File: src/sv/utf8_pkg.sv
// Package for the UTF-8 stream decoder.
// Holds the field widths, the error codes and the range limits.
// No dependencies.
package utf8_pkg;

	localparam int BYTE_W = 8;
	localparam int CP_W   = 21;
	localparam int LEN_W  = 3;
	localparam int PEND_W = 2;

	// Error codes carried with each result item.
	typedef enum logic [2:0] {
		ERR_NONE       = 3'd0,
		ERR_BAD_LEAD   = 3'd1,
		ERR_BAD_CONT   = 3'd2,
		ERR_OVERLONG   = 3'd3,
		ERR_SURROGATE  = 3'd4,
		ERR_ABOVE_MAX  = 3'd5
	} utf8_err_t;

	// Smallest legal value for each multi-byte sequence length, and range limits.
	localparam logic [CP_W-1:0] MIN_TWO_BYTE   = 21'h00080;
	localparam logic [CP_W-1:0] MIN_THREE_BYTE = 21'h00800;
	localparam logic [CP_W-1:0] MIN_FOUR_BYTE  = 21'h10000;
	localparam logic [CP_W-1:0] SURR_LOW       = 21'h0D800;
	localparam logic [CP_W-1:0] SURR_HIGH      = 21'h0DFFF;
	localparam logic [CP_W-1:0] CP_MAX         = 21'h10FFFF;

endpackage

File: src/sv/utf8_stream_decoder_top.sv
// UTF-8 stream decoder: one byte per item in, one code point or error out.
// A byte waits in the input register until the result register is free or draining.
// Throughput: one byte per cycle while the output is not stalled; the only loop is the state update.
// Reset: arst_n clears the sequence state and both valid flags at once.
// Depends on utf8_pkg.
module utf8_stream_decoder_top (
	input  logic                          clk,
	input  logic                          arst_n,
	input  logic                          in_valid,
	output logic                          in_stall,
	input  logic [utf8_pkg::BYTE_W-1:0]   in_byte,
	output logic                          out_valid,
	input  logic                          out_stall,
	output logic [utf8_pkg::CP_W-1:0]     code_point,
	output logic [utf8_pkg::LEN_W-1:0]    seq_length,
	output logic [2:0]                    error_kind
);
	import utf8_pkg::*;

	logic                valid_s1;
	logic [BYTE_W-1:0]   byte_s1;
	logic                advance;

	logic [PEND_W-1:0]   pending_q, pending_d;
	logic [CP_W-1:0]     gathered_q, gathered_d;
	logic [LEN_W-1:0]    total_q, total_d;

	logic                res_valid;
	logic [CP_W-1:0]     res_cp;
	logic [LEN_W-1:0]    res_len;
	utf8_err_t           res_err;
	logic [CP_W-1:0]     shifted;

	logic                out_valid_q;
	logic [CP_W-1:0]     code_point_q;
	logic [LEN_W-1:0]    seq_length_q;
	utf8_err_t           error_kind_q;

	// The staged byte moves on when the result register is free or draining.
	assign advance  = valid_s1 && (!out_valid_q || !out_stall);
	assign in_stall = valid_s1 && !advance;

	// Input register.
	always_ff @(posedge clk or negedge arst_n) begin
		if (!arst_n) begin
			valid_s1 <= 1'b0;
		end else if (!in_stall) begin
			valid_s1 <= in_valid;
		end
	end

	always_ff @(posedge clk) begin
		if (in_valid && !in_stall) begin
			byte_s1 <= in_byte;
		end
	end

	// Decode one byte against the sequence state.
	assign shifted = {gathered_q[CP_W-7:0], byte_s1[5:0]};

	always_comb begin
		pending_d  = pending_q;
		gathered_d = gathered_q;
		total_d    = total_q;
		res_valid  = 1'b0;
		res_cp     = '0;
		res_len    = LEN_W'(1);
		res_err    = ERR_NONE;
		if (pending_q == '0) begin
			if (!byte_s1[7]) begin
				res_valid = 1'b1;
				res_cp    = CP_W'(byte_s1);
			end else if (byte_s1[7:5] == 3'b110) begin
				gathered_d = CP_W'(byte_s1[4:0]);
				pending_d  = PEND_W'(1);
				total_d    = LEN_W'(2);
			end else if (byte_s1[7:4] == 4'b1110) begin
				gathered_d = CP_W'(byte_s1[3:0]);
				pending_d  = PEND_W'(2);
				total_d    = LEN_W'(3);
			end else if (byte_s1[7:3] == 5'b11110) begin
				gathered_d = CP_W'(byte_s1[2:0]);
				pending_d  = PEND_W'(3);
				total_d    = LEN_W'(4);
			end else begin
				res_valid = 1'b1;
				res_err   = ERR_BAD_LEAD;
			end
		end else if (byte_s1[7:6] != 2'b10) begin
			// Broken sequence: report what was taken, drop this byte.
			res_valid  = 1'b1;
			res_err    = ERR_BAD_CONT;
			res_len    = total_q - LEN_W'(pending_q) + LEN_W'(1);
			pending_d  = '0;
			gathered_d = '0;
			total_d    = '0;
		end else if (pending_q != PEND_W'(1)) begin
			gathered_d = shifted;
			pending_d  = pending_q - PEND_W'(1);
		end else begin
			// Last continuation byte: range checks on the completed value.
			res_valid  = 1'b1;
			res_len    = total_q;
			if (total_q == LEN_W'(2)) begin
				if (shifted < MIN_TWO_BYTE) res_err = ERR_OVERLONG;
			end else if (total_q == LEN_W'(3)) begin
				if (shifted < MIN_THREE_BYTE) begin
					res_err = ERR_OVERLONG;
				end else if (shifted >= SURR_LOW && shifted <= SURR_HIGH) begin
					res_err = ERR_SURROGATE;
				end
			end else begin
				if (shifted < MIN_FOUR_BYTE) begin
					res_err = ERR_OVERLONG;
				end else if (shifted > CP_MAX) begin
					res_err = ERR_ABOVE_MAX;
				end
			end
			res_cp     = (res_err == ERR_NONE) ? shifted : '0;
			pending_d  = '0;
			gathered_d = '0;
			total_d    = '0;
		end
	end

	// Sequence state.
	always_ff @(posedge clk or negedge arst_n) begin
		if (!arst_n) begin
			pending_q  <= '0;
			gathered_q <= '0;
			total_q    <= '0;
		end else if (advance) begin
			pending_q  <= pending_d;
			gathered_q <= gathered_d;
			total_q    <= total_d;
		end
	end

	// Result register.
	always_ff @(posedge clk or negedge arst_n) begin
		if (!arst_n) begin
			out_valid_q <= 1'b0;
		end else if (!out_valid_q || !out_stall) begin
			out_valid_q <= advance && res_valid;
		end
	end

	always_ff @(posedge clk) begin
		if (advance && res_valid) begin
			code_point_q <= res_cp;
			seq_length_q <= res_len;
			error_kind_q <= res_err;
		end
	end

	assign out_valid  = out_valid_q;
	assign code_point = code_point_q;
	assign seq_length = seq_length_q;
	assign error_kind = error_kind_q;

endmodule

File: config.mk
export PLATFORM = sky130hd
export DESIGN_NAME = utf8_stream_decoder_top
export DESIGN_NICKNAME = d
export VERILOG_FILES = /design/src/sv/utf8_pkg.sv /design/src/sv/utf8_stream_decoder_top.sv
export SDC_FILE = /design/constraint.sdc
export NUM_CORES = 1
export LEC_CHECK = 0
export BUFFER_PORTS_ARGS = -buffer_cell sky130_fd_sc_hd__buf_2
export CAP_MARGIN = 10
export CORE_MARGIN = 1.5
export CORE_UTILIZATION = 30
export CTS_BUF_LIST = sky130_fd_sc_hd__clkbuf_2 sky130_fd_sc_hd__clkbuf_4 sky130_fd_sc_hd__clkbuf_8
export DETAILED_ROUTE_END_ITERATION = 16
export PLACE_DENSITY = 0.57
export SYNTH_ARGS = -nofsm -noshare
export SYNTH_HDL_FRONTEND = slang
export SYNTH_SLANG_ARGS = --single-unit
export TNS_END_PERCENT = 20
File: constraint.sdc
create_clock -name clk -period 6.2 [get_ports clk]
set_clock_uncertainty 0.05 [all_clocks]
set_input_delay 0.62 -clock clk [delete_from_list [all_inputs] [get_ports clk]]
set_output_delay 0.62 -clock clk [all_outputs]
set_load 0.1 [all_outputs]
After elaboration in Yosys (flattened, before gate mapping)
Cells that the tools add are included.
{"block": "totals", "reg_bits": 57, "ramBits": 0, "latchBits": 0, "n_memories": 0, "romBits": 0, "inputBits": 12}
{"block": "classes", "n_mul": 0, "n_div": 0, "eq_ne": 10, "order_cmp": 6, "n_reduce_logical": 14, "mux": 52, "add_sub_neg": 3, "bitwise": 0, "shifts": 0}
{"operator": "2-to-1 mux 15 bit", "n": 7}
{"operator": "2-to-1 mux 21 bit", "n": 4}
{"operator": "2-to-1 mux 3 bit", "n": 21}
{"operator": ">= comparator 21 x 16 -> 1 bit, second input constant", "n": 1}
{"operator": "greater-than comparator 21 bit, second input constant", "n": 1}
{"operator": "<= comparator 21 x 16 -> 1 bit, second input constant", "n": 1}
{"operator": "less-than comparator 21 x 12 -> 1 bit, second input constant", "n": 1}
{"operator": "less-than comparator 21 x 17 -> 1 bit, second input constant", "n": 1}
{"operator": "less-than comparator 21 x 8 -> 1 bit, second input constant", "n": 1}
{"operator": "2-to-1 mux 2 bit", "n": 8}
{"operator": "2-to-1 mux 1 bit", "n": 11}
{"operator": "2-to-1 mux 7 bit", "n": 1}
{"operator": "== test 3 x 2 -> 1 bit, second input constant", "n": 2}
{"operator": "== test 5 bit, second input constant", "n": 1}
{"operator": "logical AND 1 bit", "n": 5}
{"operator": "== test 4 bit, second input constant", "n": 1}
{"operator": "logical NOT 1 bit", "n": 4}
{"operator": "!= test 2 bit, second input constant", "n": 2}
{"operator": "!= test 4 x 1 -> 1 bit, second input constant", "n": 1}
{"operator": "AND reduction 4 bit", "n": 1}
{"operator": "adder 3 x 1 -> 3 bit, second input constant", "n": 1}
{"operator": "== test 3 bit, second input constant", "n": 1}
{"operator": "logical NOT 3 bit", "n": 1}
{"operator": "!= test 3 bit, second input constant", "n": 1}
{"operator": "6 further kinds", "n": 6}

Logic depth before layout (Yosys ltp)
Gate-level depths: netlist of the first run.
{"block": "logic_depth", "word_depth": 14, "depth_mapped": 7, "mapped_depth_nobuf": 7}

Worst setup path before layout of the first run
Ideal clock, no wire load.
{"block": "synth_timing", "path_kind": "reg2reg", "from": "reg pending_q[0]", "to": "reg code_point_q[0], in the netlist code_point[0] (enable)", "arrival_time_ns": 2.626, "path_stages_with_launch": 7, "setup_slack_ns": 3.103, "period_less_slack_ns": 3.097, "setup_ns": 0.422, "cell_sequence": "dfrtp_1 inv_1 ha_1 clkbuf_1 inv_1 o21ai_0 a21oi_1"}
{"block": "synth_via", "elab_chain_cells": 5, "word_cells_on_any_way": 6, "cone_classes": "1 x eq/ne; 3 x mux; 2 x reduce/logical"}
{"item": "start: declaration", "line": "utf8_stream_decoder_top.sv:24", "text": "logic [PEND_W-1:0] pending_q, pending_d;"}
{"item": "start signal: assignment", "line": "utf8_stream_decoder_top.sv:133", "text": "pending_q <= pending_d;"}
{"item": "!= test 2 x 1 -> 1 bit", "line": "utf8_stream_decoder_top.sv:97", "text": "end else if (pending_q != PEND_W'(1)) begin"}
{"item": "2-to-1 mux 1 bit", "line": "utf8_stream_decoder_top.sv:97"}
{"item": "2-to-1 mux 1 bit", "line": "utf8_stream_decoder_top.sv:89", "text": "end else if (byte_s1[7:6] != 2'b10) begin"}
{"item": "2-to-1 mux 1 bit *", "line": "utf8_stream_decoder_top.sv:69", "text": "if (pending_q == '0) begin"}
{"item": "logical AND 1 bit *", "line": "utf8_stream_decoder_top.sv:149", "text": "if (advance && res_valid) begin"}
{"item": "end signal: assignment", "line": "utf8_stream_decoder_top.sv:150", "text": "code_point_q <= res_cp;"}
{"item": "end: declaration", "line": "utf8_stream_decoder_top.sv:35", "text": "logic [CP_W-1:0] code_point_q;"}
Every way passes the cells marked *; elsewhere a longest branch is shown, timed or not.
A chain may end at the register's enable or synchronous reset.

Final worst setup path of the first run
{"block": "layout_timing", "from": "reg gathered_q[13]", "to": "reg code_point_q[6], in the netlist code_point[6] (data pin)"}
{"block": "layout_via", "elab_chain_cells": 14, "word_cells_on_any_way": 22, "cone_classes": "6 x order compare; 14 x mux; 2 x reduce/logical"}
{"item": "start: declaration", "line": "utf8_stream_decoder_top.sv:25", "text": "logic [CP_W-1:0] gathered_q, gathered_d;"}
{"item": "start signal: assignment", "line": "utf8_stream_decoder_top.sv:134", "text": "gathered_q <= gathered_d;"}
{"item": ">= comparator 21 x 16 -> 1 bit / <= comparator 21 x 16 -> 1 bit (equally long branches)", "line": "utf8_stream_decoder_top.sv:109", "text": "end else if (shifted >= SURR_LOW && shifted <= SURR_HIGH) begin"}
{"item": "logical AND 1 bit", "line": "utf8_stream_decoder_top.sv:109"}
{"item": "2-to-1 mux 3 bit", "line": "utf8_stream_decoder_top.sv:109"}
{"item": "2-to-1 mux 3 bit", "line": "utf8_stream_decoder_top.sv:107", "text": "if (shifted < MIN_THREE_BYTE) begin"}
{"item": "2-to-1 mux 3 bit", "line": "utf8_stream_decoder_top.sv:106", "text": "end else if (total_q == LEN_W'(3)) begin"}
{"item": "2-to-1 mux 3 bit *", "line": "utf8_stream_decoder_top.sv:104", "text": "if (total_q == LEN_W'(2)) begin"}
{"item": "2-to-1 mux 3 bit *", "line": "utf8_stream_decoder_top.sv:97"}
{"item": "2-to-1 mux 3 bit *", "line": "utf8_stream_decoder_top.sv:89"}
{"item": "2-to-1 mux 3 bit *", "line": "utf8_stream_decoder_top.sv:69"}
{"item": "logical NOT 3 bit *", "line": "utf8_stream_decoder_top.sv:119", "text": "res_cp = (res_err == ERR_NONE) ? shifted : '0;"}
{"item": "2-to-1 mux 21 bit *", "line": "utf8_stream_decoder_top.sv:119"}
{"item": "2-to-1 mux 21 bit *", "line": "utf8_stream_decoder_top.sv:97"}
{"item": "2-to-1 mux 21 bit *", "line": "utf8_stream_decoder_top.sv:89"}
{"item": "2-to-1 mux 21 bit *", "line": "utf8_stream_decoder_top.sv:69"}
{"item": "named net res_cp[6]", "line": "utf8_stream_decoder_top.sv:29", "text": "logic [CP_W-1:0] res_cp;"}
Mark *: on every way through the listed nets, which the timed path passes. The rest lies on a longest branch. The select of a mux whose other input is x is not followed.

==> results.tsv, run 1 <==
stage	metric	value	unit
worst_setup_path	Worst EP arrival	2.81	ns
global_routing	GR Overflow Total	0	
worst_setup_path	reg2reg setup slack	3.38	ns
clock_tree	cts bufs inserted	9	
timing	minimum clock period	2.82	ns
worst_setup_path	Reg2Reg Depth	4	
yosys	syn_nets	245	
clock_tree	CTS resizes	0	
cells_and_area	leading cell type in the layout, fill and taps excluded	buf_2	
worst_setup_path	reg2reg end	code_point[6]	
die	Top-Level Pins	41	
clock_tree	root buffer cell	clkbuf_8	
yosys	ys flop type	edfxtp_1	
place	port bufs	40	
die	Die H	96.4	um
clock_tree	htree depth	3	
global_routing	Tot GR Track Use	0.142	
routing	Detail Route Antenna Nets	0	
routing	vias per inst	5.14	
die	die area	9290	um^2
clock_tree	CTS Sinks	57	
yosys	#FFs+latches synth	57	
timing	Fin Setup TNS	0	ns
worst_setup_path	RR Startpoint	gathered_q[13]	
yosys	Syn. warnings	0	
global_routing	vias in the first global route	1874	
timing	f_max	355	MHz
global_routing	largest net degree at the start of global routing	28	
yosys	fraction of registers with async set or reset after synthesis	0.386	
cells_and_area	commonest non-fill, non-tap cells in the layout	buf_2 (40), o21ai_0 (36), edfxtp_1 (35)	
worst_hold_path	worst hold-check path type	in2async	
clock_tree	clock buffer depth	2	
worst_setup_path	Worst setup EP type	register	
die	die width	96.4	um
timing	count of pins over their slew limit	0	
die	Row Count	33	
global_routing	global-route wire length before repair	9590	um
routing	drt wl/cell	15.8	um
yosys	Post-Syn Area per Cell	11.5	um^2
timing	unrepaired setup endpoints after global routing	false	
yosys	synthesized area	2620	um^2
cells_and_area	Area Overhead vs Synth	17.9	%
yosys	Post-synth EDFFs	35	
worst_setup_path	CP max FO	21	
cells_and_area	Final #Nets	289	
timing	Tcrit/Tclk final	0.454	
timing	Final Setup Violations	0	
clock_tree	latest clock arrival within the worst-skew pair	0.34	ns
routing	residual DRC count	0	
timing	Final Hold Vio Count	0	
global_routing	initial antenna violation count	0	
timing	Rel. slew slack	0.333	
routing	Iter 0 DRT Violations	98	
clock_tree	post-CTS setup repair buffer count	0	
worst_setup_path	CP startpoint kind	register	
worst_setup_path	WS Path Type	reg2reg	
routing	vias	1964	
yosys	Seq/Total Area, Yosys	0.612	
job	max cap viols	0	
cells_and_area	layout cells sized above 1	0.249	
routing	DR WL met3	246	um
cells_and_area	n_diodes	0	
yosys	Syn Inst Count	228	
routing	final WL	6020	um
die	Initial Util	0.314	
routing	Highest Signal Layer	met4	
routing	routed metal-1 wire length	2790	um
worst_setup_path	worst path cell trace	or4_4 -> or4_4 -> o21ai_2 -> o31ai_1	
worst_setup_path	crit-path most repeated cell	or4_4	
die	Core ar.	8340	um^2
worst_setup_path	Crit path required time	6.19	ns
clock_tree	CTS clock-pin slew for the worst setup and hold paths	0.07	ns
clock_tree	TritonCTS clock tree	done	
clock_tree	Hold Buf Count CTS	0	
routing	drt pass-1 iters	4	
yosys	count of cell types in the netlist	37	
place	gpl congestion	0.851	
routing	Met2 Routed Length	2910	um
place	hpwl dp	4090	um
run_status	outcome	complete, no violations	
timing	worst-margin pin slew	1.00	ns
worst_setup_path	crit-path max cell delay	0.78	ns
worst_setup_path	cell with the biggest individual delay on the critical path	o21ai_2	
[registers in the layout (all words and copies together), names as in the netlist]
name / flops
pending_q: 2
valid_s1: 1
total_q: 3
seq_length: 3
error_kind: 3
code_point: 21
byte_s1: 8
gathered_q: 15
out_valid: 1
[metrics by stage]
stage | worst slack, ns | utilization | hold WS (ns) | cell area (um^2) | instances
after floorplan | 3.10 | - | 0.274 | 2620 | 228
after global placement | 3.43 | 0.350 | 0.444 | 2920 | 366
after detailed placement | 3.35 | 0.350 | 0.461 | 2920 | 366
after CTS | 3.34 | 0.370 | 0.209 | 3080 | 382
after global routing | 3.28 | 0.370 | 0.225 | 3080 | 382
final | 3.38 | 0.370 | 0.203 | 3080 | 382
[cell families (layout without fill, tap and decap cells)]
group / Yosys count / in the layout / share of synthesized area
fa+ha+maj: 5 / 5 / 0.0239
compound gates: 71 / 71 / 0.168
xor+xnor: 1 / 1 / 0.00335
flops: 57 / 57 / 0.612
mux: 2 / 2 / 0.00861
buf+inv: 26 / 75 / 0.0435
simple gates: 66 / 66 / 0.141
[cell usage after synthesis (5+ instances only)]
library cell | count | area share
o21ai_0 | 36 | 0.069
edfxtp_1 | 35 | 0.40
dfrtp_1 | 22 | 0.21
inv_1 | 17 | 0.024
nand2_1 | 17 | 0.024
o31ai_1 | 11 | 0.032
nor3_1 | 10 | 0.019
nor3b_1 | 8 | 0.023
nand3_1 | 7 | 0.013
a21oi_1 | 6 | 0.011
clkbuf_1 | 6 | 0.0086
o21ai_2 | 6 | 0.020
ha_1 | 5 | 0.024
nor2_1 | 5 | 0.0072
[worst max path at each step]
stage,from,end,slack (ns),depth (start not counted)
after global routing,gathered_q[13],code_point[6],3.28,4
after floorplan,pending_q[0],code_point[0],3.10,6
after global placement,gathered_q[13],code_point[6],3.43,4
after CTS,gathered_q[13],code_point[6],3.34,4
after detailed placement,gathered_q[13],code_point[6],3.35,4
final,gathered_q[13],code_point[6],3.38,4
[critical path, delay by kind of cell (launching register included)]
| kind | cells | cell delay [ns] |
|---|---|---|
| compound gates | 2 | 0.98 |
| flops | 1 | 0.40 |
| simple gates | 2 | 1.09 |
[metal layers]
| metal | vias to the layer above | track usage |
|---|---|---|
| met5 | - | 0 |
| met4 | 0 | 0.0507 |
| met3 | 13 | 0.0493 |
| met2 | 45 | 0.221 |
| met1 | 967 | 0.182 |
| li1 | 939 | - |
[final cells by class]
class / count / area, um^2
Clock buffer: 12 / 146
Clock inverter: 4 / 21.3
Fill cell: 873 / 5260
Inverter: 17 / 63.8
Multi-Input combinational cell: 145 / 905
Sequential cell: 57 / 1600
Tap cell: 105 / 131
Timing Repair Buffer: 42 / 215
Power of run 1 is not shown: default switching activity piles up to over one toggle a cycle in this logic, so the estimate is an artifact.
==> run 2, diff against run 1 <==
==> constraint.sdc (replaced) <==
create_clock -name clk -period 2.6 [get_ports clk]
set_clock_uncertainty 0.05 [all_clocks]
set_input_delay 0.26 -clock clk [delete_from_list [all_inputs] [get_ports clk]]
set_output_delay 0.26 -clock clk [all_outputs]
set_load 0.1 [all_outputs]
==> run 2 against run 1 <==
Flip-flop and latch count stayed put. Design area rose by 3.3%. First-iteration DRC count rose by 27%. Clock-buffer cell count shrank 1. Die area is the same. Routed wire length down 1.5%. Worst hold slack got worse by 0.16 ns. Critical path depth is 1 higher. Setup slack got worse by 3.0 ns. Global-route usage is 0.17 points higher. Core utilization grew 1.2 points.
==> results.tsv, run 2 (synthesized netlist as in run 1, its figures left out) <==
stage	metric	value	unit	change
run_status	outcome	complete, no violations		
worst_setup_path	RR Startpoint	gathered_q[13]		
worst_hold_path	hold-critical path depth	1		
cells_and_area	Area Overhead vs Synth	21.8	%	
routing	drt pass-1 iters	4		unchanged
worst_hold_path	worst hold-check path type	in2reg		
routing	Detail Route Antenna Nets	0		unchanged
timing	f_max	447	MHz	+26%
worst_setup_path	reg2reg end	code_point[6]		
global_routing	largest net degree at the start of global routing	28		unchanged
routing	vias	1998		+1.7%
timing	minimum clock period	2.24	ns	-0.580 ns
die	die area	9290	um^2	unchanged
clock_tree	latest clock arrival within the worst-skew pair	0.34	ns	about the same
die	Core ar.	8340	um^2	unchanged
worst_setup_path	CP max FO	8		-62%
worst_setup_path	Crit path required time	2.64	ns	-3.55 ns
worst_setup_path	Worst EP arrival	2.27	ns	-0.54 ns
worst_setup_path	CP startpoint kind	register		
cells_and_area	max FFs per register	21		unchanged
clock_tree	clock buffer depth	2		unchanged
place	port bufs	40		unchanged
timing	worst-margin pin slew	0.528	ns	-0.472 ns
place	placed cell count	377		+3.0%
clock_tree	CTS Sinks	57		unchanged
cells_and_area	layout cells sized above 1	0.273		+0.0243
place	area post-placement	3010	um^2	+3.3%
timing	Final Hold Vio Count	0		unchanged
routing	vias per inst	5.07		-1.4%
clock_tree	post-CTS setup repair buffer count	0		unchanged
cells_and_area	commonest non-fill, non-tap cells in the layout	buf_2 (40), o21ai_0 (36), edfxtp_1 (35)		
global_routing	global-route wire length before repair	9850	um	+2.7%
routing	final WL	5930	um	-1.5%
place	hpwl dp	4200	um	+2.7%
clock_tree	htree depth	3		unchanged
routing	drt wl/cell	15.1	um	-4.5%
cells_and_area	leading cell type in the layout, fill and taps excluded	buf_2		
die	Top-Level Pins	41		unchanged
global_routing	vias in the first global route	1942		+3.6%
global_routing	GR Overflow Total	0		unchanged
routing	Iter 0 DRT Violations	124		+27%
timing	count of pins over their slew limit	0		unchanged
worst_setup_path	Worst setup EP type	register		
worst_hold_path	Hold Path Origin	in_byte[4]		
clock_tree	CTS resizes	0		unchanged
timing	Fin Setup TNS	0	ns	unchanged
clock_tree	cts bufs inserted	9		unchanged
timing	Rel. slew slack	0.648		+0.315
worst_setup_path	WS Path Type	reg2reg		
cells_and_area	Final #Nets	301		+4.2%
clock_tree	TritonCTS clock tree	done		
timing	Final Setup Violations	0		unchanged
die	Initial Util	0.314		unchanged
routing	residual DRC count	0		unchanged
place	gpl congestion	0.858		+0.74%
cells_and_area	Finished Layout Cells	394		+3.1%
die	die width	96.4	um	unchanged
cells_and_area	Finished Cell Area	3190	um^2	+3.3%
die	Die H	96.4	um	unchanged
timing	Tcrit/Tclk final	0.860		+0.406
clock_tree	root buffer cell	clkbuf_8		
job	max cap viols	0		unchanged
timing	unrepaired setup endpoints after global routing	false		
die	Row Count	33		unchanged
clock_tree	Hold Buf Count CTS	1		+1
worst_hold_path	Hold EP	byte_s1[4]		
global_routing	Tot GR Track Use	0.143		+0.00174
cells_and_area	n_diodes	0		unchanged
global_routing	initial antenna violation count	0		unchanged
worst_setup_path	Reg2Reg Depth	5		+1
clock_tree	CTS clock-pin slew for the worst setup and hold paths	0.07	ns	about the same
worst_setup_path	reg2reg setup slack	0.36	ns	-3.02 ns
[run 2: cell types whose count changed in the layout (fill, tap and decap cells not counted)]
cell	previous run	this run
buf_4	2	12
buf_12	0	1
clkbuf_4	3	2
clkinv_1	1	2
dlygate4sd3_1	0	1
[run 2: worst max path at each step]
stage                        start            end  slack [ns]  cells past startpoint
global route          pending_q[0]  seq_length[2]        0.22                      7
detailed placement  gathered_q[13]  code_point[6]        0.38                      5
finish              gathered_q[13]  code_point[6]        0.36                      5
CTS                 gathered_q[13]  code_point[6]        0.36                      5
global placement    gathered_q[13]  code_point[6]        0.41                      5
floorplan             pending_q[0]  code_point[0]        0.09                      6
[run 2: layer usage]
metal / share of wire / wire, um / track usage
met5: 0 / 0 / 0
met4: 0.017 / 98 / 0.0616
met3: 0.059 / 351 / 0.0485
met1: 0.45 / 2690 / 0.186
met2: 0.47 / 2790 / 0.218
[run 2: final cells by class]
type                    instances  area (um^2)
fillers                       837         5150
multi-input cells             145          905
inverters                      17         63.8
well taps                     105          131
clock inverters                 5         25.0
repair buffers                 54          320
flip-flops and latches         57         1600
clock buffers                  11          139
[run 2: critical path: stages (launching register included)]
cell and delay [ns]:
dfrtp_1 0.40, or4_4 0.56, or4_4 0.53, o21ai_2 0.14, buf_4 0.21, o31ai_1 0.09
[run 2: per-stage QoR]
step                 util  setup WS (ns)  hold WS [ns]
finish              0.382          0.365        0.0428
global route        0.382          0.218        0.0236
CTS                 0.382          0.358        0.0265
detailed placement  0.361          0.380         0.217
global placement    0.361          0.412         0.219
floorplan               -         0.0934       -0.0856
Power of run 2 is left out for the same reason.
==> run 3, diff against run 2 <==
--- a/config.mk
+++ b/config.mk
@@ -11,6 +11,7 @@
 export CORE_UTILIZATION = 30
 export CTS_BUF_LIST = sky130_fd_sc_hd__clkbuf_2 sky130_fd_sc_hd__clkbuf_4 sky130_fd_sc_hd__clkbuf_8
 export DETAILED_ROUTE_END_ITERATION = 16
+export HOLD_SLACK_MARGIN = 0.06
 export PLACE_DENSITY = 0.57
 export SYNTH_ARGS = -nofsm -noshare
 export SYNTH_HDL_FRONTEND = slang
==> run 3 against run 2 <==
Critical endpoint is now code_point[8]. Non-clock buffer count increased by 9. Routed wire length up 1.5%. Critical path type unchanged. Worst hold slack improved by 0.057 ns. Design area grew 2.8%. Global-route usage rose by 0.18 points.
==> results.tsv, run 3 (synthesized netlist as in run 1, its figures left out) <==
stage	metric	value	unit	change
run_status	outcome	complete, no violations		
power	Max rail drop VDD	573	uV	
cells_and_area	Final #Nets	310		+3.0%
clock_tree	Hold Buf Count CTS	10		+9
place	port bufs	40		unchanged
worst_setup_path	WS Path Type	reg2reg		
clock_tree	cts bufs inserted	9		unchanged
power	pwr dens	1320	nW/um^2	
timing	Rel. slew slack	0.653		+0.00568
timing	worst-margin pin slew	0.520	ns	-0.00852 ns
timing	Final Setup Violations	0		unchanged
worst_setup_path	CP startpoint kind	register		
timing	Tcrit/Tclk final	0.856		-0.00382
die	Core ar.	8340	um^2	unchanged
global_routing	global-route wire length before repair	9970	um	+1.3%
clock_tree	TritonCTS clock tree	done		
cells_and_area	final core occ	0.393		+0.0108
timing	minimum clock period	2.23	ns	-0.00992 ns
clock_tree	CTS clock-pin slew for the worst setup and hold paths	0.07	ns	about the same
worst_setup_path	crit-path max cell delay	0.56	ns	about the same
timing	Final Hold Vio Count	0		unchanged
cells_and_area	layout cells sized above 1	0.265		-0.00826
die	Initial Util	0.314		unchanged
routing	residual DRC count	0		unchanged
power	Sw Pwr	0.00221	W	
timing	Fin Setup TNS	0	ns	unchanged
place	DP Worst Slack	0.380	ns	unchanged
routing	Detail Route Antenna Nets	0		unchanged
clock_tree	CTS resizes	0		unchanged
cells_and_area	Area Overhead vs Synth	25.2	%	
worst_hold_path	hold-critical path depth	2		+1
worst_setup_path	cell with the biggest individual delay on the critical path	or4_4		
job	max cap viols	0		unchanged
place	gpl congestion	0.858		unchanged
routing	vias	2012		+0.70%
clock_tree	htree depth	3		unchanged
global_routing	GR Overflow Total	0		unchanged
worst_setup_path	Reg2Reg Depth	5		unchanged
worst_setup_path	crit path buf inv count	1		unchanged
worst_setup_path	WP depth	5		unchanged
worst_setup_path	Worst EP arrival	2.27	ns	about the same
global_routing	Tot GR Track Use	0.145		+0.00184
routing	vias per inst	4.99		-1.5%
power	Static Leak	1.31	nW	
worst_setup_path	Top delay family on crit path	simple AND/OR/NAND/NOR gates		
power	Cell Int Power	0.00210	W	
clock_tree	CTS Sinks	57		unchanged
clock_tree	post-CTS setup repair buffer count	0		unchanged
die	Die H	96.4	um	unchanged
timing	f_max	449	MHz	+0.45%
worst_setup_path	crit-path most repeated cell	or4_4		
die	Top-Level Pins	41		unchanged
routing	drt wl/cell	14.9	um	-0.73%
cells_and_area	area of the multi-input gates	905	um^2	unchanged
power	Sw Ratio	0.513		
routing	Iter 0 DRT Violations	106		-15%
power	clock share of power	0.162		
die	die width	96.4	um	unchanged
clock_tree	latest clock arrival within the worst-skew pair	0.34	ns	about the same
global_routing	largest net degree at the start of global routing	28		unchanged
worst_setup_path	CP max FO	13		+5
worst_setup_path	worst path cell trace	or4_4 -> or4_4 -> o21ai_2 -> buf_4 -> nor3_1		
clock_tree	root buffer cell	clkbuf_8		
cells_and_area	fill cell count	826		-1.3%
worst_setup_path	Crit path required time	2.64	ns	about the same
global_routing	initial antenna violation count	0		unchanged
cells_and_area	n_diodes	0		unchanged
clock_tree	clock buffer depth	2		unchanged
power	Comb pwr share	0.512		
timing	post-route setup slack	0.374	ns	+0.00993 ns
routing	drt pass-1 iters	4		unchanged
cells_and_area	commonest non-fill, non-tap cells in the layout	buf_2 (40), o21ai_0 (36), edfxtp_1 (35)		
timing	unrepaired setup endpoints after global routing	false		
worst_hold_path	worst hold-check path type	in2reg		
power	register share of total power	0.326		
routing	final WL	6020	um	+1.5%
cells_and_area	register area	1600	um^2	unchanged
place	hpwl dp	4200	um	unchanged
cells_and_area	leading cell type in the layout, fill and taps excluded	buf_2		
worst_setup_path	Worst setup EP type	register		
cells_and_area	max FFs per register	21		unchanged
die	die area	9290	um^2	unchanged
global_routing	vias in the first global route	1981		+2.0%
die	Row Count	33		unchanged
timing	count of pins over their slew limit	0		unchanged
run 3: cell count changes in the layout (fill, tap and decap cells not counted):
cell	before	now
dlygate4sd3_1	1	10
run 3: routing by layer:
metal  vias up  routed length, um  track usage
met5         -                  0            0
met4         0                 98       0.0616
met3        10                341       0.0477
met2        52               2840        0.225
met1       972               2740        0.186
li1        978                  -            -
run 3: final timing paths:
kind	start	end	slack, ns
min in group asynchronous	arst_n	gathered_q[14]	0.38
worst min register to register	gathered_q[6]	gathered_q[6]	0.46
max in group asynchronous	arst_n	total_q[2]	1.76
worst max-delay path	gathered_q[13]	code_point[8]	0.37
worst max register to register	gathered_q[13]	code_point[8]	0.37
worst min-delay path	out_stall	out_valid	0.1
run 3: worst register-to-register path, stage by stage (launching register included):
cell and delay, ns:
dfrtp_1 0.40, or4_4 0.56, or4_4 0.53, o21ai_2 0.14, buf_4 0.21, nor3_1 0.09
run 3: through the flow:
step	hold slack, ns	area [um^2]	std cells	power [W]
finish	0.0999	3280	403	0.00431
global route	0.107	3280	403	0.00456
CTS	0.0855	3280	403	0.00435
detailed placement	0.217	3010	377	0.00363
global placement	0.219	3010	377	0.00361
floorplan	-0.0856	2620	228	0.00314
run 3: area by class of cell:
cell class                      instances  area share
Timing Repair Buffer                   63       0.125
Clock inverter                          5     0.00764
Sequential cell                        57       0.489
Multi-Input combinational cell        145       0.276
Clock buffer                           11      0.0424
Tap cell                              105      0.0401
Inverter                               17      0.0195
run 3: power groups by stage:
stage	registers (W)	logic, W	clock network (W)
after global routing	0.00144	0.00236	0.000764
final	0.00141	0.00221	0.000696
after CTS	0.00141	0.00221	0.000719
after detailed placement	0.00143	0.00220	0
after floorplan	0.00243	0.000706	0
after global placement	0.00143	0.00218	0
Power figures use the tool's default switching activity.
